### src/osf_pkg.sv
// Types, widths and helper functions of the overlap scoring filter.
// Used by every module of the block; depends on nothing.
package osf_pkg;
  localparam int LEN_W   = 32;
  localparam int FRAC_W  = 16;
  localparam int ID_W    = 17;
  localparam int OS_W    = 48;
  localparam int EXT_W   = 50;
  localparam int RATIO_W = 24;
  localparam int PROD_W  = RATIO_W + LEN_W;
  localparam int WIDE_W  = 52;

  typedef enum logic [2:0] {
    V_USABLE, V_SHORT, V_CONTAINED, V_LOW_ID, V_NO_EXT, V_INVALID
  } verdict_t;

  localparam logic [2:0] CFG_RATIO     = 3'd0;
  localparam logic [2:0] CFG_MIN_ID    = 3'd1;
  localparam logic [2:0] CFG_SHORT_ON  = 3'd2;
  localparam logic [2:0] CFG_CONT_ON   = 3'd3;
  localparam logic [2:0] CFG_QUAL_ON   = 3'd4;

  typedef struct packed {
    logic [RATIO_W-1:0] ratio;
    logic [ID_W-1:0]    min_id;
    logic               short_on;
    logic               cont_on;
    logic               qual_on;
  } cfg_t;

  typedef struct packed {
    logic              invalid;
    logic              sat;
    logic [LEN_W-1:0]  qoh1;
    logic [LEN_W-1:0]  qoh2;
    logic [LEN_W-1:0]  toh1;
    logic [LEN_W-1:0]  toh2;
    logic [LEN_W-1:0]  avg;
    logic [LEN_W-1:0]  alen;
    logic [LEN_W-1:0]  rem;
    logic [FRAC_W-1:0] quo;
  } rec_t;

  function automatic logic signed [WIDE_W-1:0] ext_score(
    input logic [OS_W-1:0] os, input logic [LEN_W-1:0] a,
    input logic [LEN_W-1:0] b, input logic [LEN_W-1:0] c);
    logic [LEN_W:0] bc;
    logic signed [WIDE_W-1:0] d;
    bc = {1'b0, b} + {1'b0, c};
    d = signed'({{(WIDE_W-LEN_W+1){1'b0}}, a[LEN_W-1:1]})
        - signed'({{(WIDE_W-LEN_W){1'b0}}, bc[LEN_W:1]});
    return signed'({{(WIDE_W-OS_W){1'b0}}, os}) + (d <<< FRAC_W);
  endfunction
endpackage

### src/osf_score.sv
// Scoring stages: products, then extension scores and classification.
// Depends on osf_pkg.
module osf_score import osf_pkg::*; (
  input  logic              clk,
  input  logic              rst_n,
  input  cfg_t              cfg,
  input  logic              up_valid,
  output logic              up_ready,
  input  rec_t              up_data,
  output logic              dn_valid,
  input  logic              dn_ready,
  output logic [2:0]        verdict,
  output logic [ID_W-1:0]   identity,
  output logic [OS_W-1:0]   overlap_score,
  output logic [EXT_W-1:0]  qe_left,
  output logic [EXT_W-1:0]  qe_right,
  output logic [EXT_W-1:0]  te_left,
  output logic [EXT_W-1:0]  te_right
);
  logic a_valid_r, a_ready, b_valid_r;
  logic a_inv_r;
  logic [ID_W-1:0] a_ident_r, ident_nxt;
  logic [OS_W-1:0] a_os_r;
  logic [PROD_W-1:0] a_prod_r;
  logic [LEN_W:0] a_min_r;
  logic [LEN_W-1:0] a_qoh1_r, a_qoh2_r, a_toh1_r, a_toh2_r;
  logic [LEN_W-1:0] m1, m2;
  logic [LEN_W+ID_W-1:0] os_full;
  logic signed [WIDE_W-1:0] qe1, qe2, te1, te2;
  logic q1ge, q2ge, t1ge, t2ge, short_hit, cont_hit, low_hit, noext;
  verdict_t v_nxt;
  logic [2:0] verdict_r;
  logic [ID_W-1:0] ident_r;
  logic [OS_W-1:0] os_r;
  logic [EXT_W-1:0] qe1_r, qe2_r, te1_r, te2_r;

  assign a_ready  = !b_valid_r || dn_ready;
  assign up_ready = !a_valid_r || a_ready;
  assign dn_valid = b_valid_r;

  always_comb begin
    ident_nxt = up_data.sat ? ID_W'(1 << FRAC_W) : {1'b0, up_data.quo};
    os_full   = up_data.avg * ident_nxt;
    m1 = (up_data.qoh1 < up_data.toh1) ? up_data.qoh1 : up_data.toh1;
    m2 = (up_data.qoh2 < up_data.toh2) ? up_data.qoh2 : up_data.toh2;
  end

  always_comb begin
    q1ge = a_qoh1_r >= a_toh1_r;
    q2ge = a_qoh2_r >= a_toh2_r;
    t1ge = a_toh1_r >= a_qoh1_r;
    t2ge = a_toh2_r >= a_qoh2_r;
    qe1 = q1ge ? '0 : ext_score(a_os_r, a_toh1_r, a_qoh1_r, a_toh2_r);
    te1 = q1ge ? ext_score(a_os_r, a_qoh1_r, a_qoh2_r, a_toh1_r) : '0;
    qe2 = q2ge ? '0 : ext_score(a_os_r, a_toh2_r, a_qoh2_r, a_toh1_r);
    te2 = q2ge ? ext_score(a_os_r, a_qoh2_r, a_qoh1_r, a_toh2_r) : '0;
    short_hit = cfg.short_on &&
                ({{(PROD_W-LEN_W-1-FRAC_W){1'b0}}, a_min_r, {FRAC_W{1'b0}}} > a_prod_r);
    cont_hit  = cfg.cont_on && ((q1ge && q2ge) || (t1ge && t2ge));
    low_hit   = cfg.qual_on && (a_ident_r < cfg.min_id);
    noext     = (qe1 <= 0) && (qe2 <= 0) && (te1 <= 0) && (te2 <= 0);
    if (a_inv_r) v_nxt = V_INVALID;
    else if (short_hit) v_nxt = V_SHORT;
    else if (cont_hit) v_nxt = V_CONTAINED;
    else if (low_hit) v_nxt = V_LOW_ID;
    else if (noext) v_nxt = V_NO_EXT;
    else v_nxt = V_USABLE;
  end

  always_ff @(posedge clk) begin
    if (!rst_n) begin
      a_valid_r <= 1'b0;
      b_valid_r <= 1'b0;
    end else begin
      if (up_ready) a_valid_r <= up_valid;
      if (a_ready) b_valid_r <= a_valid_r;
    end
    if (up_ready && up_valid) begin
      a_inv_r   <= up_data.invalid;
      a_ident_r <= ident_nxt;
      a_os_r    <= os_full[OS_W-1:0];
      a_prod_r  <= cfg.ratio * up_data.avg;
      a_min_r   <= {1'b0, m1} + {1'b0, m2};
      a_qoh1_r  <= up_data.qoh1;
      a_qoh2_r  <= up_data.qoh2;
      a_toh1_r  <= up_data.toh1;
      a_toh2_r  <= up_data.toh2;
    end
    if (a_ready && a_valid_r) begin
      verdict_r <= v_nxt;
      ident_r   <= a_inv_r ? '0 : a_ident_r;
      os_r      <= a_inv_r ? '0 : a_os_r;
      qe1_r     <= a_inv_r ? '0 : qe1[EXT_W-1:0];
      qe2_r     <= a_inv_r ? '0 : qe2[EXT_W-1:0];
      te1_r     <= a_inv_r ? '0 : te1[EXT_W-1:0];
      te2_r     <= a_inv_r ? '0 : te2[EXT_W-1:0];
    end
  end

  assign verdict       = verdict_r;
  assign identity      = ident_r;
  assign overlap_score = os_r;
  assign qe_left       = qe1_r;
  assign qe_right      = qe2_r;
  assign te_left       = te1_r;
  assign te_right      = te2_r;
endmodule

### config.mk
export PLATFORM = sky130hd
export DESIGN_NAME = osf_score
export DESIGN_NICKNAME = d
export VERILOG_FILES = /design/src/osf_pkg.sv /design/src/osf_score.sv
export SDC_FILE = /design/constraint.sdc
export NUM_CORES = 2
export LEC_CHECK = 0
export BUFFER_PORTS_ARGS = -buffer_cell sky130_fd_sc_hd__buf_4
export CORE_ASPECT_RATIO = 1.5
export CORE_MARGIN = 5
export CORE_UTILIZATION = 35
export CTS_CLUSTER_SIZE = 12
export DETAILED_ROUTE_END_ITERATION = 8
export GPL_TIMING_DRIVEN = 1
export SLEW_MARGIN = 20
export SYNTH_ARGS = -nofsm -noshare
export SYNTH_HDL_FRONTEND = slang
export SYNTH_SLANG_ARGS = --single-unit
### constraint.sdc
create_clock -name clk -period 12.9 [get_ports clk]
set_input_delay 1.29 -clock clk [delete_from_list [all_inputs] [get_ports clk]]
set_output_delay 1.29 -clock clk [all_outputs]
set_load 0.02 [all_outputs]
==> metrics.yaml <==
drt_drc_violations_left: 0
period_share_pct: 79.8
report.final.slew_viol_count: 0
filler_instances: 23000
timing.critical_path.required_ns: 13.45
status: "finished, final reports clean"
drt-initial-drc-count: 4374
yosysSeqAreaShare_pct: 20.5
num-nets-final: 11100
synth_seq_cells: 553
grt_remaining_overflow: 0
netlist_area_mm2: 0.0808
full_die_area_mm2: 0.241
timing_worst_slew_pin_value_ns: 1.17
relSlewSlack_pct: 21.4
fmax_ghz: 0.0972
timing.max_cap.violations: 0
cts_tree: "built"
clock_path_buffers: 3
finalWeightedCongestion: 0.958
dieWidth_um: 402
io_pins: 560
routed_wirelength_mm: 279
critPathCaptureType: "register"
cts.hold.buffers_added: 0
die_h_um: 598
criticalPathCategory: "reg -> reg"
first_pass_iters: 7
synth_fp_nets: 10800
h-tree-depth: 2
vias: 63800
synth_async_sr_flop_share_pct: 0
critical_path.max_stage_delay_ns: 0.52
worst_clock_skew_ns: 0.0853
global_route_wire_length_before_repair_mm: 415
timing.critical_path.fanout_max: 7
holdCritPathClass: "reg -> reg"
synth_common_cells: "1415 x sky130_fd_sc_hd__inv_1, 1139 x sky130_fd_sc_hd__nand2_1, 1117 x sky130_fd_sc_hd__fa_1"
design.core.area_mm2: 0.230
post_drt_wl_per_cell_um: 23.3
most_common_cell_in_the_synthesized_netlist: "sky130_fd_sc_hd__inv_1"
worst-endpoint-arrival_ns: 10.84
setup_repair_after_global_routing_missed_its_margin: "false"
clock-root-buffer: "sky130_fd_sc_hd__clkbuf_16"
grt_antenna_before_repair: 18
track_usage_pct: 22.8
cts_buffers: 59
post-cts-setup-buffers: 0
drive_above_1_share_pct: 8.61
number_of_global_route_vias_before_repair: 68500
netlist.top_cell.by_area: "sky130_fd_sc_hd__fa_1"
grt_start_max_net_pins: 120
finalHoldViolCount: 0
synthesis.instances: 8598
dp_hpwl_mm: 224
finalSetupViolations: 0
worst_path_max_delay_cell: "sky130_fd_sc_hd__or4_1"
layout_overhead_on_the_synthesized_area_pct: 10.9
yosysUniqueCellTypes: 87
core.rowCount: 216
route.antenna.remaining_nets: 0
synth_edf_count: 551
warnings_synthesis: 0
clock_sinks: 553
final_period_minus_worst_setup_slack_ns: 10.29
netlist_top_cells_area: "sky130_fd_sc_hd__fa_1 28%, sky130_fd_sc_hd__edfxtp_1 20%, sky130_fd_sc_hd__ha_1 12%"
synth_top_cell_area_share_pct: 27.7
floorplan.initialDensity_pct: 35.1
avgSynthCellArea_um2: 9.39
route.detailed.vias_per_inst: 5.32
path_clk_slew_ns: 0.06
clk_latency_ns: 0.73
post_cts_sizing: 0
tns_ns: 0
port_buffers: 495
type_of_origin_of_the_critical_path: "register"
synth-main-ff-cell: "sky130_fd_sc_hd__edfxtp_1"
critPathMostFrequentCell: "sky130_fd_sc_hd__a21oi_1"
-- area by class of cell --
class                      count  area (um^2)  area share [%]
multi-input combinational   6315        57800            64.5
sequential                   553        16600            18.5
inverter                    1415         5310            5.93
timing repair buffer         555         4180            4.67
tap                         3052         3820            4.26
clock buffer                  70         1530            1.71
clock inverter                28          335           0.374
antenna                        5         12.5          0.0140
-- cells by family after synthesis --
family                     Yosys count  synth area share [%]
DFF                                553                  20.5
muxes                               70                 0.971
and+or+nand+nor                   2651                  15.7
AOI/OAI and AO/OA                 1263                  10.2
xor gates and xnor gates           403                  4.37
buffers and inverters             1730                  8.04
adders and majority gates         1928                  40.2
-- per-layer routing --
metal | GRT usage (%) | wire, um | part of all wire, %
met4 | 11.7 | 17200 | 6.2
met2 | 41.7 | 142000 | 51
met3 | 2.66 | 17100 | 6.1
met1 | 26.1 | 103000 | 37
met5 | 0 | 13 | 0.0047
-- path summary, 6_finish.rpt --
| kind | cells past startpoint | from | end | slack [ns] |
|---|---|---|---|---|
| worst min-delay path | 1 | a_valid_r$_SDFFE_PN0N_ | dn_valid$_SDFFE_PN0P_ | 0.54 |
| worst min register to register | 1 | a_valid_r$_SDFFE_PN0N_ | dn_valid$_SDFFE_PN0P_ | 0.54 |
| worst max-delay path | 36 | a_qoh1_r[2]$_DFFE_PP_ | verdict[2]$_SDFFCE_PP1P_ | 2.61 |
| worst max register to register | 36 | a_qoh1_r[2]$_DFFE_PP_ | verdict[2]$_SDFFCE_PP1P_ | 2.61 |
-- critical path: cells and delay by family, from the launching register on --
family / cells / cell delay, ns
xor+xnor: 3 / 0.81
simple gates: 8 / 1.83
flops: 1 / 0.49
compound gates: 19 / 4.81
fa+ha+maj: 6 / 2.23
-- sequential cells by signal (all words and copies together), names as in the netlist --
register and count:
a_prod_r 56, qe_left 50, a_qoh2_r 32, a_ident_r 17
verdict 3, identity 17, te_right 50, a_inv_r 1
overlap_score 48, a_valid_r 1, a_toh1_r 32, qe_right 50
a_min_r 33, a_qoh1_r 32, te_left 50, a_os_r 48
dn_valid 1, a_toh2_r 32
-- layout by cell type, fill, tap and decap left out, types with 138 or more instances in the layout --
master / instances
sky130_fd_sc_hd__inv_1: 1415
sky130_fd_sc_hd__nand2_1: 1139
sky130_fd_sc_hd__fa_1: 1117
sky130_fd_sc_hd__ha_1: 794
sky130_fd_sc_hd__buf_4: 554
sky130_fd_sc_hd__edfxtp_1: 551
sky130_fd_sc_hd__and2_1: 447
sky130_fd_sc_hd__nor2_1: 414
sky130_fd_sc_hd__a21oi_1: 356
sky130_fd_sc_hd__xnor2_1: 265
sky130_fd_sc_hd__a21o_1: 217
sky130_fd_sc_hd__o21ai_0: 217
sky130_fd_sc_hd__xor2_1: 138
-- metrics by stage --
step | instances | area [um^2] | utilization (%) | setup slack [ns] | hold WS (ns)
global route | 12000 | 89600 | 38.9 | 2.32 | 0.565
floorplan | 8598 | 80800 | - | 4.08 | 0.476
CTS | 12000 | 89500 | 38.9 | 2.67 | 0.541
detailed placement | 11900 | 87700 | 38.1 | 2.57 | 0.527
finish | 12000 | 89600 | 38.9 | 2.61 | 0.539
global placement | 11900 | 87700 | 38.1 | 2.66 | 0.496
Power is not shown: default switching activity piles up to over one toggle a cycle in this logic, so the estimate is an artifact.
