===== config.mk =====
export PLATFORM = sky130hd
export DESIGN_NAME = osf_div_cell
export DESIGN_NICKNAME = d
export VERILOG_FILES = /design/src/osf_pkg.sv /design/src/osf_div_cell.sv
export SDC_FILE = /design/constraint.sdc
export NUM_CORES = 1
export LEC_CHECK = 0
export BUFFER_PORTS_ARGS = -buffer_cell sky130_fd_sc_hd__buf_2
export CORE_AREA = 10 10 180 182
export CTS_CLUSTER_DIAMETER = 60
export DETAILED_ROUTE_END_ITERATION = 8
export DIE_AREA = 0 0 190 192
export HOLD_SLACK_MARGIN = 0.08
export PLACE_DENSITY = 0.66
export SYNTH_ARGS = -nofsm -noshare
export SYNTH_HDL_FRONTEND = slang
export SYNTH_SLANG_ARGS = --single-unit
export TNS_END_PERCENT = 10

===== constraint.sdc =====
create_clock -name clk -period 8.2 [get_ports clk]
set_clock_uncertainty 0.05 [all_clocks]
set_input_delay 0.82 -clock clk [delete_from_list [all_inputs] [get_ports clk]]
set_output_delay 0.82 -clock clk [all_outputs]
set_load 0.05 [all_outputs]

===== src/osf_pkg.sv =====
// Types, widths and helper functions of the overlap scoring filter.
// Used by every module of the block; depends on nothing.
package osf_pkg;
  localparam int LEN_W   = 32;
  localparam int FRAC_W  = 16;
  localparam int ID_W    = 17;
  localparam int OS_W    = 48;
  localparam int EXT_W   = 50;
  localparam int RATIO_W = 24;
  localparam int PROD_W  = RATIO_W + LEN_W;
  localparam int WIDE_W  = 52;

  typedef enum logic [2:0] {
    V_USABLE, V_SHORT, V_CONTAINED, V_LOW_ID, V_NO_EXT, V_INVALID
  } verdict_t;

  localparam logic [2:0] CFG_RATIO     = 3'd0;
  localparam logic [2:0] CFG_MIN_ID    = 3'd1;
  localparam logic [2:0] CFG_SHORT_ON  = 3'd2;
  localparam logic [2:0] CFG_CONT_ON   = 3'd3;
  localparam logic [2:0] CFG_QUAL_ON   = 3'd4;

  typedef struct packed {
    logic [RATIO_W-1:0] ratio;
    logic [ID_W-1:0]    min_id;
    logic               short_on;
    logic               cont_on;
    logic               qual_on;
  } cfg_t;

  typedef struct packed {
    logic              invalid;
    logic              sat;
    logic [LEN_W-1:0]  qoh1;
    logic [LEN_W-1:0]  qoh2;
    logic [LEN_W-1:0]  toh1;
    logic [LEN_W-1:0]  toh2;
    logic [LEN_W-1:0]  avg;
    logic [LEN_W-1:0]  alen;
    logic [LEN_W-1:0]  rem;
    logic [FRAC_W-1:0] quo;
  } rec_t;

  function automatic logic signed [WIDE_W-1:0] ext_score(
    input logic [OS_W-1:0] os, input logic [LEN_W-1:0] a,
    input logic [LEN_W-1:0] b, input logic [LEN_W-1:0] c);
    logic [LEN_W:0] bc;
    logic signed [WIDE_W-1:0] d;
    bc = {1'b0, b} + {1'b0, c};
    d = signed'({{(WIDE_W-LEN_W+1){1'b0}}, a[LEN_W-1:1]})
        - signed'({{(WIDE_W-LEN_W){1'b0}}, bc[LEN_W:1]});
    return signed'({{(WIDE_W-OS_W){1'b0}}, os}) + (d <<< FRAC_W);
  endfunction
endpackage


===== src/osf_div_cell.sv =====
// One restoring division cell: yields one identity bit per record.
// Depends on osf_pkg.
module osf_div_cell import osf_pkg::*; (
  input  logic clk,
  input  logic rst_n,
  input  logic up_valid,
  output logic up_ready,
  input  rec_t up_data,
  output logic dn_valid,
  output rec_t dn_data,
  input  logic dn_ready
);
  logic valid_r;
  rec_t data_r, data_nxt;
  logic [LEN_W:0] sh;
  logic ge;

  assign up_ready = !valid_r || dn_ready;
  assign dn_valid = valid_r;
  assign dn_data  = data_r;

  always_comb begin
    sh = {up_data.rem, 1'b0};
    ge = sh >= {1'b0, up_data.alen};
    data_nxt = up_data;
    data_nxt.rem = ge ? LEN_W'(sh - {1'b0, up_data.alen}) : sh[LEN_W-1:0];
    data_nxt.quo = {up_data.quo[FRAC_W-2:0], ge};
  end

  always_ff @(posedge clk) begin
    if (!rst_n) begin
      valid_r <= 1'b0;
    end else if (up_ready) begin
      valid_r <= up_valid;
    end
    if (up_ready && up_valid) begin
      data_r <= data_nxt;
    end
  end
endmodule


==> results summary, run 1 <==
The flow ran to the end, and the final reports show no timing, DRC or antenna violations. In the synthesized netlist the async set-or-reset flop fraction comes to 0. The top cell types in the final layout, fill and taps aside, are 488 x sky130_fd_sc_hd__buf_2, 242 x sky130_fd_sc_hd__edfxtp_1, 36 x sky130_fd_sc_hd__inv_1. The share of the cycle needed by the critical path after routing is 0.447.

Setup repair after global routing left no endpoint under its margin. Traced cell by cell, the critical path runs through buf_2, ha_1, nor2b_1, o31a_1, o31ai_1, o21ai_0, a21boi_0, o21ai_0, xor2_1, mux2_4. The half-perimeter wire length after detailed placement came out at around 28000 um. The data arrival time of the critical path came out at 3900 ps. The total core area is about 0.029 mm^2. The post-cts gate resize count is 0. Clock-pin slew was measured on the worst setup and hold paths at about 60 ps. The total CTS buffers came out at 29. The start point of the worst min-delay path is up_data[116]. The power share of the clock group is 0.351.

The share of total power in combinational logic is 0.205. After detailed routing, the total wire length is between 30000 and 40000 um. The critical path starts at up_data[17]. The number of global-route vias before repair was roughly 7000. The number of standard-cell rows in the floorplan came out at 62. The switching component of the power came out at 1.04 mW. The met3 routing resource usage after global routing came out at 0.0731. The layer with the highest usage is met2.

The finished cells cover about 0.013 mm^2. Synthesis handed over a netlist of 567 instances. The post-CTS setup-driven buffer insertion count came out at 0. At the end of routability-driven placement, the weighted congestion stood at between 0.9 and 1. The worst-case headroom to the max-slew limit is 0.140. The area growth from synthesis to layout is 38.6%.

In this run the worst path has a maximum fanout of 5. The area after detailed placement is about 0.013 mm^2. The worst endpoint required time came out at 8430 ps.

In this run the power density over the cells is around 250 mW/mm^2. The worst register-to-register path has a depth of 3. The setup path with the least slack is of type in2reg. The number of hold buffers added after CTS is 0. The number of primary I/O pins came out at 490. Counting flops and latches in the post-synthesis netlist gives around 240. The kind of start point of the critical path is an input port. The setup TNS after final layout came out at 0 ps.

Among all flip-flop cells after synthesis, the most frequent one is sky130_fd_sc_hd__edfxtp_1. Dividing the detail-routed wire length by the instance count gives ~23 um. CTS placed an instance of sky130_fd_sc_hd__clkbuf_16 at the clock tree root. The actual slew at the worst max-slew pin came out at around 1300 ps.

The TritonCTS clock tree is yes. The x dimension of the die came out at approximately 190 um. The global-route track usage on met2 is 0.319.

The tightest min-delay check is of the in2reg type. The area of the die came out at between 0.03 and 0.04 mm^2. The global-route wire length before repair is 47300 um.

The depth of the worst hold-timing path came out at 1. STA classifies the critical path endpoint as a register. The leakage power came out at 5.89 nW. The startpoint of the worst-slack reg-to-reg timing path is dn_valid.

The H-tree depth came out at 1. The achievable frequency is roughly 270 MHz. The worst path in the final design needs a cycle of between 3000 and 4000 ps, including I/O delays and setup. The post-placement cell count came out at around 1400. The slowest stage of the critical path is the sky130_fd_sc_hd__o31ai_1 cell. The number of antenna violations at the first check in global routing came out at 11. The number of input and output port buffers inserted came out at between 400 and 500. By instance count, the cell type seen most on the critical path is sky130_fd_sc_hd__o21ai_0.

The total routing resource utilization after global routing is 0.175. The detailed router finished its first iteration with 410 violations. Setup violations remaining at the end of the flow were counted as 0. The worst-skew pair later-pin latency is 530 ps. The count of vias placed by the detailed router is between 6000 and 7000.

The count of final hold-check violations is 0. The count of unresolved DRC violations after routing came out at 0. The initial cell density of the core is 0.340. The die outline height came out at 192 um. The final cell count without fillers came out at approximately 1500. The ratio of cells with drive above 1 in the final layout came out at 0.522. The global route total overflow came out at 0. VDD sags by at most between 0.15 and 0.2 mV. The share of total power dissipated in sequential elements is 0.444. The number of nets handed over by synthesis was approximately 850.

The number of max-capacitance violations reported came out at 0. The mean post-synth cell area came out at 17.2 um^2. The met1 usage in global routing is 0.179. The antenna violation net count after detailed routing is 0.

The post-synthesis instance area is 0.00973 mm^2. The number of clock sinks seen by CTS is about 240. The count of different cell masters after synthesis came out at 57. The number of enable-type register cells in the synthesized netlist came out at roughly 240. Entering global routing, the biggest net connects approximately 190 pins. Before antenna repair, the detailed router went through 5 iterations. The total number of yosys warnings is 0. The net total in the final layout is approximately 1400.

Of the synthesized area, sequential elements account for 0.749. The number of max-slew violations in the final report is 0. The worst stage delay on the critical path is between 700 and 800 ps. The average via count per standard cell is 4.67. The net switching share of the total power came out at 0.307. The maximum root-to-sink buffer count came out at 3. The internal portion of the total power is approximately 2.3 mW.

Leaving out fill and tap cells, the most frequent cell in the layout is sky130_fd_sc_hd__buf_2.
state kept, by name, summed over array words and instances, names as in the netlist:
register and count:
dn_data 242, dn_valid 1
per-layer routing:
metal / up-vias / wire (um)
met1: 3335 / 11500
li1: 3234 / -
met3: 53 / 3740
met5: - / 13
met2: 326 / 18500
met4: 2 / 770
synth_stat cells, types with 3 or more instances:
| library cell | n | share of area |
|---|---|---|
| sky130_fd_sc_hd__and2_1 | 5 | 0.0032 |
| sky130_fd_sc_hd__nand3_1 | 6 | 0.0031 |
| sky130_fd_sc_hd__a211oi_1 | 3 | 0.0023 |
| sky130_fd_sc_hd__o211ai_1 | 4 | 0.0031 |
| sky130_fd_sc_hd__mux2_4 | 19 | 0.029 |
| sky130_fd_sc_hd__o21ai_0 | 18 | 0.0093 |
| sky130_fd_sc_hd__o21a_1 | 7 | 0.0054 |
| sky130_fd_sc_hd__buf_12 | 3 | 0.0062 |
| sky130_fd_sc_hd__nand4_1 | 12 | 0.0077 |
| sky130_fd_sc_hd__a31oi_1 | 4 | 0.0026 |
| sky130_fd_sc_hd__ha_1 | 32 | 0.041 |
| sky130_fd_sc_hd__nor3_1 | 4 | 0.0021 |
| sky130_fd_sc_hd__a21oi_1 | 23 | 0.012 |
| sky130_fd_sc_hd__o31ai_1 | 6 | 0.0046 |
| sky130_fd_sc_hd__a21o_1 | 15 | 0.012 |
| sky130_fd_sc_hd__or3_1 | 3 | 0.0019 |
| sky130_fd_sc_hd__nor2b_1 | 4 | 0.0026 |
| sky130_fd_sc_hd__a21boi_0 | 5 | 0.0039 |
| sky130_fd_sc_hd__edfxtp_1 | 242 | 0.75 |
| sky130_fd_sc_hd__inv_1 | 36 | 0.014 |
| sky130_fd_sc_hd__mux2_2 | 8 | 0.0093 |
| sky130_fd_sc_hd__nand2b_1 | 4 | 0.0026 |
| sky130_fd_sc_hd__nand2_1 | 15 | 0.0058 |
| sky130_fd_sc_hd__and3_1 | 3 | 0.0019 |
| sky130_fd_sc_hd__xnor2_1 | 14 | 0.013 |
| sky130_fd_sc_hd__xor2_1 | 11 | 0.0099 |
| sky130_fd_sc_hd__clkbuf_1 | 9 | 0.0035 |
| sky130_fd_sc_hd__nor2_1 | 18 | 0.0069 |
layout make-up:
| class | instances | area (um^2) |
|---|---|---|
| antenna | 9 | 22.5 |
| clock inverter | 20 | 146 |
| multi-input combinational | 274 | 2200 |
| sequential | 243 | 7290 |
| tap | 384 | 480 |
| timing repair buffer | 489 | 2460 |
| inverter | 37 | 146 |
| fill | 2571 | 15100 |
| clock buffer | 33 | 741 |
power groups by stage:
| stage | Combinational, mW | Sequential (mW) | Clock, mW |
|---|---|---|---|
| finish | 0.690 | 1.50 | 1.18 |
| global route | 0.733 | 1.50 | 1.27 |
| CTS | 0.697 | 1.50 | 1.22 |
| detailed placement | 0.695 | 1.52 | 0 |
| global placement | 0.690 | 1.52 | 0 |
| floorplan | 0.201 | 1.83 | 0 |
critical path, delay by kind of cell:
family                     cells  cell delay, ps
AOI/OAI and AO/OA              5            2010
xor gates and xnor gates       1             170
adders and majority gates      1             360
buffers and inverters          1             100
and+or+nand+nor                1             180
muxes                          1             260
cells by family (layout without fill, tap and decap cells):
family | after synthesis | count (layout) | share of synthesized area
AND/OR/NAND/NOR | 84 | 84 | 0.0464
XOR/XNOR | 25 | 25 | 0.0225
AO/OA/AOI/OAI | 103 | 103 | 0.0731
flip-flops | 243 | 243 | 0.749
multiplexers | 29 | 29 | 0.0406
adder cells (fa/ha/maj) | 33 | 33 | 0.0432
buffers and inverters | 50 | 579 | 0.0251
other | 0 | 9 | 0
through the flow:
stage	power (mW)	hold WS (ps)	util	setup slack, ps
6_report	3.37	407	0.471	4530
5_1_grt	3.50	370	0.471	4350
4_1_cts	3.41	373	0.470	4540
3_5_place_dp	2.22	519	0.439	3970
3_3_place_gp	2.21	499	0.439	3940
2_1_floorplan	2.03	869	-	678
worst paths after layout:
| kind | endpoint | slack (ps) |
|---|---|---|
| worst min-delay path | dn_data[116] | 410 |
| worst max register to register | dn_data[29] | 5630 |
| worst max-delay path | dn_data[36] | 4530 |
| worst min register to register | dn_valid | 530 |
No activity file was read; power rests on OpenSTA's default activity.
==> run 2, diff against run 1 <==
- clock period: 8.2 -> 3.6 ns (I/O delays scaled with it)
==> run 2 against run 1 <==
Net effect: sequential cell count unchanged; register-to-register slack worse by 3900 ps; via count up 15%; count of clock-buffer cells in the layout stayed put; global-route usage rose by 2.9 points; sequential power rose by 130%; total power grew 140%; worst setup slack worse by 4400 ps; critical path type unchanged.
==> results summary, run 2 (same netlist as run 1, synthesis figures left out) <==
The flow ran to the end, and the final reports show no timing, DRC or antenna violations. The worst-case headroom to the max-slew limit is 0.545 (+0.405). The count of vias placed by the detailed router came to 8026 (+15%).

The total CTS buffers came out at 29 (unchanged). The largest fanout on the critical path came out at 6 (+1). The power per standard cell area came out at 507 mW/mm^2 (+100%).

The worst endpoint required time came to 3840 ps (-4590 ps). The number of primary I/O pins is 490 (unchanged). The worst ir drop on vdd is 0.344 mV (+110%). The average via count per standard cell is 4.67 (about the same). The count of unresolved DRC violations after routing came out at 0 (unchanged). The total core area is 0.0286 mm^2 (unchanged). The total routing resource utilization after global routing came out at 0.204 (+0.0286). The post-cts gate resize count is 0 (unchanged). The per-cell routed wire length is 23.1 um (-0.45%). The data arrival time of the critical path came out at 3710 ps (-190 ps).

The number of global-route vias before repair came to 8742 (+25%). The largest net degree at the start of global routing is 53 (-73%). The area after detailed placement is 0.0127 mm^2 (+0.68%).

The critical path in this run is classified as in2reg. The final hold slack is 102 ps (-305 ps). The clock input transition at the sequential cells of the worst setup and hold paths came out at 60 ps (about the same).

The H-tree depth is 1 (unchanged). The setup TNS after final layout is 0 ps (unchanged). The global route total overflow is 0 (unchanged). The number of filler instances in the final layout came out at 2314 (-10%).

The post-CTS setup-driven buffer insertion count came to 0 (unchanged). The worst setup path is captured at a register. The number of setup violations in the final report came to 0 (unchanged). The half-perimeter wire length after detailed placement was 29000 um (+2.7%). TritonCTS built the clock tree. The number of input and output port buffers inserted came to 488 (unchanged). The number of hold buffers added after CTS came out at 220 (+220). The global-route wire length before repair is 55800 um (+18%). The maximum root-to-sink buffer count came out at 3 (unchanged).

The die outline height is 192 um (unchanged). The root buffer cell is sky130_fd_sc_hd__clkbuf_16. The number of max-capacitance violations reported came to 0 (unchanged). The number of max-slew violations in the final report came out at 0 (unchanged). The post-placement cell count is 1435 (+0.56%). The final cell count without fillers is 1719 (+15%). The count of final hold-check violations was 0 (unchanged).

The antenna violation net count after detailed routing came out at 0 (unchanged). The ratio of cells with drive above 1 in the final layout came out at 0.438 (-0.0835). The number of detailed-routing iterations run before antenna repair is 5 (unchanged). Based on the critical path, the design can be clocked at up to roughly 290 MHz. The post-route cell area is 0.0158 mm^2 (+17%).

The actual slew at the worst max-slew pin came out at 683 ps (-608 ps). From synthesis to final layout, the design area changed by 62.3%. The final RePlAce weighted congestion came out at 0.898 (-1.8%). The number of flip-flops under the largest register name is 242 (unchanged). In this run the worst hold path is classified as in2reg. Setup repair after global routing left no endpoint under its margin.

The leakage power is 6.86 nW (+16%). Subtracting the final worst setup slack from the clock period gives 3480 ps. The number of clock sinks seen by CTS is 243 (unchanged). The area taken by multi-input logic gates is 0.00220 mm^2 (unchanged).

The area taken by flip-flops and latches was 0.00729 mm^2 (unchanged). The number of standard-cell rows in the floorplan is 62 (unchanged). The register-to-register setup slack is 1710 ps (-3920 ps). The initial cell density of the core is 0.340 (unchanged). The x dimension of the die came out at 190 um (unchanged). The library cells used most frequently in the layout, excluding fill and tap cells, are 488 x sky130_fd_sc_hd__buf_2, 242 x sky130_fd_sc_hd__edfxtp_1, 220 x sky130_fd_sc_hd__dlygate4sd3_1.

The number of DRC violations after detailed-routing iteration 0 came out at 380 (-7.3%). The share of the cycle needed by the critical path after routing is 0.966. The net total in the final layout is 1581 (+17%).

The library cell used most frequently in the layout, excluding fill and tap cells, is sky130_fd_sc_hd__buf_2. The sum of routed wire length over all layers is 39700 um (+15%). The area of the die is 0.0365 mm^2 (unchanged). The worst setup path is launched from an input port. The worst-skew pair later-pin latency is 530 ps (about the same). The number of antenna violations at the first check in global routing came out at 11 (unchanged).
## run 2: changes by cell type in the layout (fill, tap and decap cells not counted), sizes merged
cell         delta
buf             +8
bufinv          +1
clkinv          -6
clkinvlp        +2
diode           +3
dlygate4sd3   +220
inv             +2
## run 2: per-layer routing
layer | wire, um | vias up | GRT usage
met4 | 1180 | 0 | 0.0760
met3 | 3640 | 65 | 0.0704
met1 | 12900 | 3928 | 0.197
met5 | 0 | - | 0
met2 | 22000 | 356 | 0.389
li1 | - | 3677 | -
## run 2: critical path, stage by stage
cell and delay [ps]:
sky130_fd_sc_hd__dlygate4sd3_1 530, sky130_fd_sc_hd__buf_2 120, sky130_fd_sc_hd__inv_1 40, sky130_fd_sc_hd__ha_1 370, sky130_fd_sc_hd__a211oi_2 320, sky130_fd_sc_hd__nor2_1 110, sky130_fd_sc_hd__or4b_4 510, sky130_fd_sc_hd__o21a_1 240
sky130_fd_sc_hd__a221oi_2 330, sky130_fd_sc_hd__o21ai_0 280, sky130_fd_sc_hd__xor2_1 220, sky130_fd_sc_hd__mux2_4 280
## run 2: cell type report
type	count	area share
Antenna cell	12	0.00190
Clock buffer	33	0.0469
Clock inverter	19	0.0101
Inverter	37	0.00927
Multi-Input combinational cell	274	0.139
Sequential cell	243	0.461
Tap cell	384	0.0304
Timing Repair Buffer	717	0.301
## run 2: worst paths after layout
check	start	end	cells past startpoint
max reg2reg	dn_valid	dn_data[209]	3
max	up_data[58]	dn_data[39]	12
min	up_data[36]	dn_data[37]	2
min reg2reg	dn_valid	dn_data[67]	2
## run 2: power breakdown
part           switching, mW  total [mW]  internal (mW)
sequential            0.0549        3.41           3.36
clock                   1.21        2.78           1.57
combinational           1.20        1.82          0.618
total                   2.46        8.01           5.55
## run 2: per-stage QoR
stage	total power [mW]	setup slack [ps]	utilization
finish	8.01	121	0.552
global placement	5.04	195	0.442
detailed placement	5.07	152	0.442
global route	8.32	20.1	0.552
floorplan	4.59	347	-
CTS	8.03	140	0.551
