<file path="src/osf_pkg.sv">
// Types, widths and helper functions of the overlap scoring filter.
// Used by every module of the block; depends on nothing.
package osf_pkg;
  localparam int LEN_W   = 32;
  localparam int FRAC_W  = 16;
  localparam int ID_W    = 17;
  localparam int OS_W    = 48;
  localparam int EXT_W   = 50;
  localparam int RATIO_W = 24;
  localparam int PROD_W  = RATIO_W + LEN_W;
  localparam int WIDE_W  = 52;

  typedef enum logic [2:0] {
    V_USABLE, V_SHORT, V_CONTAINED, V_LOW_ID, V_NO_EXT, V_INVALID
  } verdict_t;

  localparam logic [2:0] CFG_RATIO     = 3'd0;
  localparam logic [2:0] CFG_MIN_ID    = 3'd1;
  localparam logic [2:0] CFG_SHORT_ON  = 3'd2;
  localparam logic [2:0] CFG_CONT_ON   = 3'd3;
  localparam logic [2:0] CFG_QUAL_ON   = 3'd4;

  typedef struct packed {
    logic [RATIO_W-1:0] ratio;
    logic [ID_W-1:0]    min_id;
    logic               short_on;
    logic               cont_on;
    logic               qual_on;
  } cfg_t;

  typedef struct packed {
    logic              invalid;
    logic              sat;
    logic [LEN_W-1:0]  qoh1;
    logic [LEN_W-1:0]  qoh2;
    logic [LEN_W-1:0]  toh1;
    logic [LEN_W-1:0]  toh2;
    logic [LEN_W-1:0]  avg;
    logic [LEN_W-1:0]  alen;
    logic [LEN_W-1:0]  rem;
    logic [FRAC_W-1:0] quo;
  } rec_t;

  function automatic logic signed [WIDE_W-1:0] ext_score(
    input logic [OS_W-1:0] os, input logic [LEN_W-1:0] a,
    input logic [LEN_W-1:0] b, input logic [LEN_W-1:0] c);
    logic [LEN_W:0] bc;
    logic signed [WIDE_W-1:0] d;
    bc = {1'b0, b} + {1'b0, c};
    d = signed'({{(WIDE_W-LEN_W+1){1'b0}}, a[LEN_W-1:1]})
        - signed'({{(WIDE_W-LEN_W){1'b0}}, bc[LEN_W:1]});
    return signed'({{(WIDE_W-OS_W){1'b0}}, os}) + (d <<< FRAC_W);
  endfunction
endpackage

</file>
<file path="src/osf_front.sv">
// Entry stage: overhangs, aligned average, validity and divider setup.
// Depends on osf_pkg.
module osf_front import osf_pkg::*; (
  input  logic             clk,
  input  logic             rst_n,
  input  logic             up_valid,
  output logic             up_ready,
  input  logic [LEN_W-1:0] qlen,
  input  logic [LEN_W-1:0] qbeg,
  input  logic [LEN_W-1:0] qfin,
  input  logic [LEN_W-1:0] tlen,
  input  logic [LEN_W-1:0] tbeg,
  input  logic [LEN_W-1:0] tfin,
  input  logic             same,
  input  logic [LEN_W-1:0] match,
  input  logic [LEN_W-1:0] alen,
  output logic             dn_valid,
  output rec_t             dn_data,
  input  logic             dn_ready
);
  logic valid_r;
  rec_t data_r, data_nxt;
  logic [LEN_W-1:0] tend;
  logic [LEN_W:0] sum;

  assign up_ready = !valid_r || dn_ready;
  assign dn_valid = valid_r;
  assign dn_data  = data_r;

  always_comb begin
    tend = tlen - tfin;
    sum  = {1'b0, qfin - qbeg} + {1'b0, tfin - tbeg};
    data_nxt.invalid = (qbeg > qfin) || (qfin > qlen) || (tbeg > tfin) ||
                       (tfin > tlen) || (alen == '0);
    data_nxt.sat  = match >= alen;
    data_nxt.qoh1 = qbeg;
    data_nxt.qoh2 = qlen - qfin;
    data_nxt.toh1 = same ? tbeg : tend;
    data_nxt.toh2 = same ? tend : tbeg;
    data_nxt.avg  = sum[LEN_W:1];
    data_nxt.alen = alen;
    data_nxt.rem  = data_nxt.sat ? '0 : match;
    data_nxt.quo  = '0;
  end

  always_ff @(posedge clk) begin
    if (!rst_n) begin
      valid_r <= 1'b0;
    end else if (up_ready) begin
      valid_r <= up_valid;
    end
    if (up_ready && up_valid) begin
      data_r <= data_nxt;
    end
  end
endmodule

</file>
<file path="config.mk">
export PLATFORM = sky130hd
export DESIGN_NAME = osf_front
export DESIGN_NICKNAME = d
export VERILOG_FILES = /design/src/osf_pkg.sv /design/src/osf_front.sv
export SDC_FILE = /design/constraint.sdc
export NUM_CORES = 1
export LEC_CHECK = 0
export BUFFER_PORTS_ARGS = -buffer_cell sky130_fd_sc_hd__buf_4
export CORE_AREA = 10 10 188 190
export CTS_CLUSTER_DIAMETER = 30
export DETAILED_ROUTE_END_ITERATION = 10
export DIE_AREA = 0 0 198 200
export GPL_ROUTABILITY_DRIVEN = 1
export GPL_TIMING_DRIVEN = 0
export PLACE_DENSITY = 0.92
export SLEW_MARGIN = 20
export SYNTH_ARGS = -nofsm -noshare
export SYNTH_HDL_FRONTEND = slang
export SYNTH_SLANG_ARGS = --single-unit
</file>
<file path="constraint.sdc">
create_clock -name clk -period 18.2 [get_ports clk]
set_input_delay 3.64 -clock clk [delete_from_list [all_inputs] [get_ports clk]]
set_output_delay 3.64 -clock clk [all_outputs]
set_load 0.02 [all_outputs]
</file>
==> run metrics, run 1 <==
sum of buffers and inverters on the critical path 3; post-synth top area share 39.8%; Tightest Hold Check Type register to register; kind of critical path input pin to register; post-cts resize count 0; die area 39600 um^2; Synth Register Bits 227; Root Driver clkbuf_16; fin nets 2759; Avg Cell Area, Syn 9.79 um^2; grt total ovfl 0; Fmax 121 MHz; CP Cell Sequence buf_4 > inv_1 > ha_1 > nor2b_1 > o21ai_0 > a21boi_0 > o21ai_0 > o211ai_1 > nand2_1 > o21ai_0 > a21oi_1 > xnor2_1 > ha_1 > clkbuf_1 > nand4_1 > or3_1 > o31ai_1 > o21ai_0 > or2_2 > a211o_1 > nand3_1; core area 31400 um^2; ys async rst share 0%; Post-CTS Hold Fix Bufs 0; Area Growth Syn to Fin 36.8%; final worst path period need 8.23 ns; CP max FO 10; largest net degree at the start of global routing 62; DRT Wirelength 65800 um; commonest non-fill, non-tap cell in the layout buf_4; final setup margin 9.97 ns; final slew viol count 0; Routed wire per std cell 23.9 um; sequential element share of the synthesized area 39.9%; H-tree Lvls 2; Mapped Cells 1740; post-detail-place hpwl 49500 um; LEAKAGE 11.1 nW; synthesized area 17000 um^2; Top cell by count, worst path o21ai_0; Synth Flop Type edfxtp_1; vias per cell 6.02; initial DRC count 1404; Port Buf Inserts 487; RSZ-0062 raised after global routing no; clk buf depth 3; gpl congestion 0.939; Max-Cap Viols 0; yosys synthesis warning count 0; Layout fillers 1944; Yosys top cell by area edfxtp_1; post-route setup TNS 0 ns; setup violators final 0; Tcrit/Tclk final 45.2%; I/O pin cnt 505; clock buffer count from CTS 54; GRT Overall Usage 31.8%; Post-Place Cell Area 21400 um^2; largest incremental delay on the critical path 0.49 ns; worst path arrival time 8.66 ns; commonest cells after routing, fill and taps aside 503 x buf_4, 226 x edfxtp_1, 211 x inv_1; Initial Util 54.3%; vias in the first global route 17200; status finished clean; Worst-Skew Late Latency 0.57 ns; Power Dens Cells 113 nW/um^2; Worst slew margin 23.7%; crit path max-delay cell type o211ai_1; layout cell share with drive strength beyond 1 27.6%; Routed Antenna Nets 0; nature of the critical path endpoint register; CTS tree built; Fin. Hold Viols 0; DRT Pass-1 Iters 6; DIE HEIGHT 200 um; Yosys cell types 69; die width 198 um; WP data required 18.63 ns; Pwr Total 2.62 mW; Fin Clk Skew 0.0182 ns; CP delay by family, top compound AO/OA/AOI/OAI gates; Sink Count 227; CTS clk-pin slew, worst paths 0.05 ns; synth top area cells edfxtp_1 40%, ha_1 14%, inv_1 4.6%; initial antenna violation count 8; actual slew at the worst max-slew pin 1.14 ns; CP Launch Type input pin; Cell Rows 65; postcts setup bufs 0; DP Worst Slack 9.61 ns; via count 16600; fin area 23300 um^2; VDD IR max 0.0978 mV; DRC viols 0; Post-synth EDFFs 226; first-pass GRT wire length 97600 um
[registers in the layout, summed over array words and instances (netlist names)]
name      flops
dn_data     226
dn_valid      1
[cells by family after synthesis]
| group | share of synthesized area (%) |
|---|---|
| AOI/OAI and AO/OA | 18.5 |
| and+or+nand+nor | 11.1 |
| buffers and inverters | 6.19 |
| DFF | 39.9 |
| adders and majority gates | 14.6 |
| xor gates and xnor gates | 6.94 |
| muxes | 2.72 |
| other | 0.0220 |
[worst min-delay path: stages (launching register included)]
cell and delay (ns):
dfxtp_1 0.32, nand2b_1 0.20, a21boi_0 0.13
[per-layer routing]
metal  part of all wire, %  wire [um]  up-vias  track usage, %
li1                      -          -     7408               -
met1                    33      21800     7773            31.6
met2                    49      32300     1066            56.2
met3                   9.8       6440      326            9.29
met4                   8.0       5250        0            22.5
met5                     0          0        -               0
[synth_stat cells, types with 4 or more instances]
| cell type | instances |
|---|---|
| a211oi_1 | 5 |
| clkbuf_1 | 36 |
| o21ai_0 | 101 |
| fa_1 | 5 |
| nor2_1 | 90 |
| o2111ai_1 | 6 |
| or3_1 | 6 |
| o22ai_1 | 4 |
| mux2_2 | 35 |
| o21a_1 | 27 |
| nor4_1 | 12 |
| a21oi_1 | 151 |
| inv_1 | 211 |
| a31oi_1 | 14 |
| nand2_1 | 91 |
| o21ai_1 | 6 |
| nor3_1 | 15 |
| a21boi_0 | 6 |
| and2_1 | 36 |
| a21o_1 | 99 |
| ha_1 | 191 |
| o211ai_1 | 6 |
| edfxtp_1 | 226 |
| or2_2 | 4 |
| a221oi_1 | 4 |
| mux2i_1 | 7 |
| xnor2_1 | 89 |
| nand3_1 | 33 |
| xor2_1 | 46 |
| o31ai_1 | 6 |
| nand2b_1 | 28 |
| and3_1 | 10 |
| buf_4 | 16 |
| nand4_1 | 22 |
| o21bai_1 | 15 |
| nor2b_1 | 21 |
[where the power goes]
part	internal [mW]	total [mW]	switching [mW]
clock	0.696	1.03	0.337
combinational	0.361	0.882	0.521
sequential	0.682	0.709	0.0264
total	1.74	2.62	0.884
[final cells by class]
type	count	area, um^2	share of cell area [%]
Clock inverter	37	498	2.14
Multi-Input combinational cell	1263	9240	39.6
Sequential cell	227	6810	29.2
Buffer	54	263	1.13
Clock buffer	62	1430	6.15
Timing Repair Buffer	491	3750	16.1
Tap cell	402	503	2.16
Inverter	211	792	3.40
Antenna cell	8	20.0	0.0859
[per-stage QoR]
step	hold WS, ns	instances	utilization, %
after floorplan	0.750	1755	-
after global placement	0.635	2644	67.7
after detailed placement	0.668	2648	68.0
after CTS	0.723	2747	74.2
after global routing	0.717	2754	74.2
final	0.705	2755	74.2
[path summary, 6_finish.rpt]
kind	startpoint	endpoint	slack, ns	cells past startpoint
worst max register to register	dn_valid	dn_data[165]	15.79	5
worst max-delay path	qbeg[1]	dn_data[110]	9.97	21
worst min-delay path	dn_valid	dn_valid	0.71	2
worst min register to register	dn_valid	dn_valid	0.71	2
Note: power is estimated with default switching activity, not from simulation.
==> run 2, diff against run 1 <==
Settings changed: CORE_AREA 10 10 188 190 to default, CORE_MARGIN from default to 10, CORE_UTILIZATION from default to 53, DIE_AREA 0 0 198 200 to default, PLACE_DENSITY 0.92 to 0.91.
Clock period 18.2 ns to 8.6 ns, I/O delays scaled along.
==> run 2 against run 1 <==
  * Die area increased by 0.32%
  * Sequential share of layout area is 0.052 points lower
  * Register-to-register slack worse by 8.9 ns
  * First-iteration DRC count down 4.8%
  * Routed wire length down 2.3%
  * Worst hold slack got worse by 0.11 ns
  * Total power grew 110%
  * Critical path depth up 1
  * Design area grew 0.18%
==> run metrics, run 2 (synthesized netlist as in run 1, its figures left out) <==
LEAKAGE 11.1 nW (+0.24%); commonest cells after routing, fill and taps aside 503 x buf_4, 226 x edfxtp_1, 211 x inv_1; register area 6810 um^2 (unchanged); post-route setup TNS 0 ns (unchanged); Placed Cells 2648 (unchanged); Util after Layout 73.8% (-0.44 points); GRT Overall Usage 31.1% (-0.68 points); Sink Count 227 (unchanged); clock buffer count from CTS 54 (unchanged); Max-Cap Viols 0 (unchanged); post-cts resize count 0 (unchanged); Port Buf Inserts 487 (unchanged); Largest register FFs 226 (unchanged); Hold Crit Start dn_valid; grt total ovfl 0 (unchanged); H-tree Lvls 2 (unchanged); Tightest Hold Check Type register to register; Post-CTS Hold Fix Bufs 0 (unchanged); CP Launch Type input pin; Cell Count, Final, Fillers Out 2752 (-0.11%); hold_ws 0.593 ns (-0.112 ns); Fin Clk Skew 0.0203 ns (+0.00213 ns); CTS tree built; final worst path period need 6.27 ns; Root Driver clkbuf_16; die width 199 um (+0.67%); Reg-to-Reg Start dn_valid; Routed wire per std cell 23.4 um (-2.2%); setup violators final 0 (unchanged); layout cell share with drive strength beyond 1 27.5% (-0.074 points); Routed Antenna Nets 0 (unchanged); Critical path origin tbeg[0]; clk buf depth 3 (unchanged); nature of the critical path endpoint register; vias per cell 5.90 (-1.9%); core area 31600 um^2 (+0.78%); DRT Pass-1 Iters 8 (+2); first-pass GRT wire length 95300 um (-2.3%); Cell Rows 65 (unchanged); I/O pin cnt 505 (unchanged); DRC viols 0 (unchanged); commonest non-fill, non-tap cell in the layout buf_4; largest net degree at the start of global routing 60 (-3.2%); Tcrit/Tclk final 73.0%; multi-input logic area 9240 um^2 (unchanged); Area Growth Syn to Fin 37.0%; final setup margin 2.33 ns (-7.64 ns); Layout fillers 2067 (+6.3%); status finished clean; VDD IR max 0.231 mV (+140%); Fmax 159 MHz; CP max FO 7 (-3); die area 39700 um^2 (+0.32%); Worst slew margin 21.4% (-2.4 points); vias in the first global route 16800 (-2.2%); Worst-Skew Late Latency 0.56 ns (about the same); CTS clk-pin slew, worst paths 0.05 ns (about the same); Power Dens Cells 239 nW/um^2 (+110%); Initial Util 53.9% (-0.42 points); actual slew at the worst max-slew pin 1.18 ns (+0.0356 ns); RSZ-0062 raised after global routing no; via count 16200 (-2.0%); WP data required 8.90 ns (-9.73 ns); kind of critical path input pin to register; postcts setup bufs 0 (unchanged); final slew viol count 0 (unchanged); Fin. Hold Viols 0 (unchanged); initial antenna violation count 14 (+6); DRT Wirelength 64300 um (-2.3%); DIE HEIGHT 199 um (-0.34%); DP Worst Slack 1.99 ns (-7.62 ns); gpl congestion 0.960 (+2.3%); post-detail-place hpwl 49200 um (-0.73%); fin nets 2759 (unchanged); initial DRC count 1336 (-4.8%); worst path arrival time 6.58 ns (-2.08 ns)
-- run 2: cell count changes in the layout (fill, tap and decap cells not counted), moves of 2 or more --
cell / before / now
buf_16: 2 / 4
clkbuf_16: 56 / 54
inv_6: 9 / 2
diode_2: 8 / 6
clkinv_2: 5 / 8
clkinv_1: 3 / 5
bufinv_16: 9 / 14
buf_12: 2 / 0
-- run 2: layout make-up --
class / count / share of cell area [%]
multi-input cells: 1263 / 39.6
flip-flops and latches: 227 / 29.2
repair buffers: 491 / 16.1
clock buffers: 58 / 5.85
inverters: 211 / 3.39
clock inverters: 40 / 2.56
well taps: 402 / 2.15
plain buffers: 54 / 1.13
diodes: 6 / 0.0643
-- run 2: per-layer routing --
| metal | global-route usage, % | up-vias | share of wire (%) |
|---|---|---|---|
| li1 | - | 7414 | - |
| met1 | 31.1 | 7572 | 34 |
| met2 | 54.5 | 962 | 49 |
| met3 | 11.0 | 273 | 11 |
| met4 | 18.7 | 16 | 6.7 |
| met5 | 0 | - | 0.19 |
-- run 2: final timing paths --
| path | end | slack, ns | depth (start not counted) |
|---|---|---|---|
| setup / recovery | dn_data[110] | 2.33 | 22 |
| hold / removal | dn_valid | 0.59 | 2 |
| setup reg to reg | dn_data[175] | 6.88 | 4 |
| hold reg to reg | dn_valid | 0.59 | 2 |
-- run 2: critical path, cell delays in order --
cell and delay [ns]:
buf_4 0.13, ha_1 0.22, fa_1 0.42, nor2b_1 0.13, o21ai_0 0.13, a21boi_1 0.39
o21a_1 0.21, o2111ai_1 0.18, a31oi_1 0.42, o21ai_1 0.28, o21ai_0 0.28, xor2_1 0.20
ha_1 0.25, clkbuf_1 0.19, a21o_1 0.19, a21o_1 0.16, a21oi_1 0.18, nand2_1 0.06
o21ai_0 0.37, or2_2 0.23, a211o_1 0.13, nand3_1 0.09
-- run 2: report_power, final --
part | switching, mW | internal [mW]
registers | 0.0535 | 1.44
clock network | 0.673 | 1.56
logic | 1.08 | 0.764
total | 1.81 | 3.77
-- run 2: metrics by stage --
stage	area, um^2	power, mW
after floorplan	17100	2.67
after CTS	23300	5.57
final	23300	5.58
after global placement	21300	3.24
after global routing	23300	5.81
after detailed placement	21400	3.29
==> run 3, diff against run 2 <==
Settings changed: ABC_AREA from default to 1, CORE_UTILIZATION 53 to 55, PLACE_DENSITY 0.91 to 0.92.
Clock period 8.6 ns to 6.05 ns, I/O delays scaled along.
==> run 3 against run 2 <==
  * Synthesized area rose by 15%
  * Combinational power rose by 58%
  * Clock power rose by 21%
  * Die area rose by 9.5%
  * Global-route usage rose by 2.4 points
  * Design area rose by 11%
  * Core utilization fell by 0.67 points
==> run metrics, run 3 <==
status finished clean; clk buf depth 3 (unchanged); Initial Util 55.4% (+1.5 points); Tightest Hold Check Type register to register; die width 209 um (+4.7%); R2R Setup Slk 4.09 ns (-2.79 ns); CP max FO 4 (-3); worst reg2reg path depth 4 (unchanged); CTS tree built; Fin. Hold Viols 0 (unchanged); I/O pin cnt 505 (unchanged); synth top area cells edfxtp_1 35%, nand2_1 15%, ha_1 12%; Root Driver clkbuf_16; vias per cell 5.55 (-5.9%); Yosys cell types 46 (-33%); fin area 25800 um^2 (+11%); Mapped Cells 2706 (+56%); Avg Cell Area, Syn 7.23 um^2 (-26%); hold path endpoint dn_valid; DRT Pass-1 Iters 6 (-2); Max-Cap Viols 0 (unchanged); post-route setup TNS 0 ns (unchanged); synthesized area 19600 um^2 (+15%); Cell Rows 69 (+6.2%); Hold Crit Start dn_valid; ys async rst share 0% (unchanged); RSZ-0062 raised after global routing no; largest net degree at the start of global routing 28 (-53%); DP Worst Slack 1.47 ns (-0.521 ns); Area Growth Syn to Fin 32.0%; Placed Cells 3680 (+39%); CTS clk-pin slew, worst paths 0.04 ns (about the same); kind of critical path input pin to register; Largest register FFs 226 (unchanged); DRT Wirelength 76200 um (+19%); commonest non-fill, non-tap cell in the layout nand2_1; Synth Register Bits 227 (unchanged); Reg-to-Reg Start dn_valid; core area 35300 um^2 (+12%); Synth Flop Type edfxtp_1; DRC viols 0 (unchanged); Fin Clk Skew 0.0313 ns (+0.0110 ns); number of diodes 0 (-6); commonest cells after routing, fill and taps aside 797 x nand2_1, 504 x buf_4, 463 x inv_1; H-tree Lvls 2 (unchanged); Tcrit/Tclk final 68.0%; post-cts resize count 0 (unchanged); Yosys top cell by area edfxtp_1; grt total ovfl 0 (unchanged); hold_ws 0.593 ns (-0.000310 ns); Routed wire per std cell 20.2 um (-14%); final slew viol count 0 (unchanged); reg2reg end dn_data[217]; first-pass GRT wire length 115000 um (+21%); Routed Antenna Nets 0 (unchanged); sequential element share of the synthesized area 34.8% (-5.1 points); post-synth top area share 34.7% (-5.1 points); GRT Overall Usage 33.4% (+2.4 points); synth cell count leaders 797 x nand2_1, 463 x inv_1, 264 x nor2_1; initial antenna violation count 0 (-14); Sink Count 227 (unchanged); post-detail-place hpwl 61900 um (+26%); actual slew at the worst max-slew pin 0.765 ns (-0.414 ns); worst path arrival time 4.42 ns (-2.16 ns); Post-synth EDFFs 226 (unchanged); CP Launch Type input pin; Pwr Total 7.71 mW (+38%); layout cell share with drive strength beyond 1 19.8% (-7.7 points); postcts setup bufs 0 (unchanged); final worst path period need 4.12 ns; via count 20900 (+29%); Worst-Skew Late Latency 0.59 ns (+0.03 ns); vias in the first global route 21100 (+25%); nature of the critical path endpoint register; Worst slew margin 48.9% (+27 points); setup violators final 0 (unchanged); top-count cell post-synth nand2_1; gpl congestion 1.02 (+6.2%); cell depth of the worst min-delay path 2 (unchanged); LEAKAGE 13.4 nW (+20%); Fmax 243 MHz; Post-CTS Hold Fix Bufs 0 (unchanged); Cell Count, Final, Fillers Out 3774 (+37%); final setup margin 1.93 ns (-0.391 ns); yosys synthesis warning count 0 (unchanged); Post-Place Cell Area 24100 um^2 (+13%); DIE HEIGHT 209 um (+4.7%); Port Buf Inserts 488 (+0.21%); die area 43500 um^2 (+9.5%); Util after Layout 73.1% (-0.67 points); Power Dens Cells 299 nW/um^2 (+25%); fin nets 3729 (+35%); VDD IR max 0.257 mV (+11%); WP data required 6.36 ns (-2.54 ns); initial DRC count 1871 (+40%); clock buffer count from CTS 51 (-5.6%)
## run 3: changes by cell type after synthesis, moves of 33 or more
cell,previous run,this run
xnor2_1,89,26
nor2_1,90,264
a21oi_1,151,195
and2_1,36,3
inv_1,211,463
a21o_1,99,13
nand2_1,91,797
nand3_1,33,145
mux2_2,35,0
## run 3: cell families (layout without fill, tap and decap cells)
family / after synthesis / count (layout) / synth area share, %
simple gates: 1325 / 1325 / 28.0
flops: 227 / 227 / 34.8
other cells: 1 / 16 / 0.0192
xor+xnor: 93 / 93 / 4.16
buf+inv: 497 / 1089 / 9.98
fa+ha+maj: 196 / 196 / 12.7
compound gates: 367 / 367 / 10.3
## run 3: worst max path at each step
| stage | from | to | slack, ns | cells after the start |
|---|---|---|---|---|
| floorplan | dn_ready | dn_data[100] | 0.54 | 2 |
| global placement | dn_ready | dn_data[115] | -0.98 | 3 |
| detailed placement | qbeg[2] | dn_data[98] | 1.47 | 18 |
| CTS | tbeg[0] | dn_data[108] | 2.03 | 22 |
| global route | tbeg[0] | dn_data[110] | 1.69 | 21 |
| finish | tbeg[0] | dn_data[108] | 1.93 | 22 |
## run 3: area by class of cell
cell class                      instances  area, um^2
Buffer                                 32         208
Clock buffer                           54        1290
Clock inverter                         40         389
Fill cell                            2716        9490
Inverter                              465        1750
Multi-Input combinational cell       1997       10900
Sequential cell                       227        6810
Tap cell                              461         577
Timing Repair Buffer                  498        3940
## run 3: critical path, cell delays in order
cell	delay, ns
buf_4	0.12
ha_1	0.22
fa_1	0.42
inv_1	0.09
nand3_1	0.07
nand2_1	0.13
nand2_1	0.06
nand2_1	0.13
nand2_1	0.06
nand2_1	0.12
nand2_1	0.07
nand2_1	0.09
xor2_1	0.21
ha_1	0.32
a21oi_1	0.22
o21ai_0	0.16
a21oi_1	0.29
nor2_1	0.08
nor2_1	0.15
nand2_1	0.07
nand2_1	0.06
nand2_1	0.05
## run 3: routing by layer
| layer | share of wire, % | track usage [%] |
|---|---|---|
| met2 | 49 | 58.3 |
| met4 | 5.7 | 17.9 |
| met5 | 0 | 0 |
| met1 | 36 | 37.3 |
| met3 | 9.7 | 7.69 |
## run 3: report_power, final
group | total (mW) | switching (mW) | leakage [nW] | internal [mW]
Combinational | 2.91 | 1.87 | 10.3 | 1.04
Sequential | 2.10 | 0.0670 | 2.21 | 2.04
Clock | 2.70 | 0.965 | 0.818 | 1.73
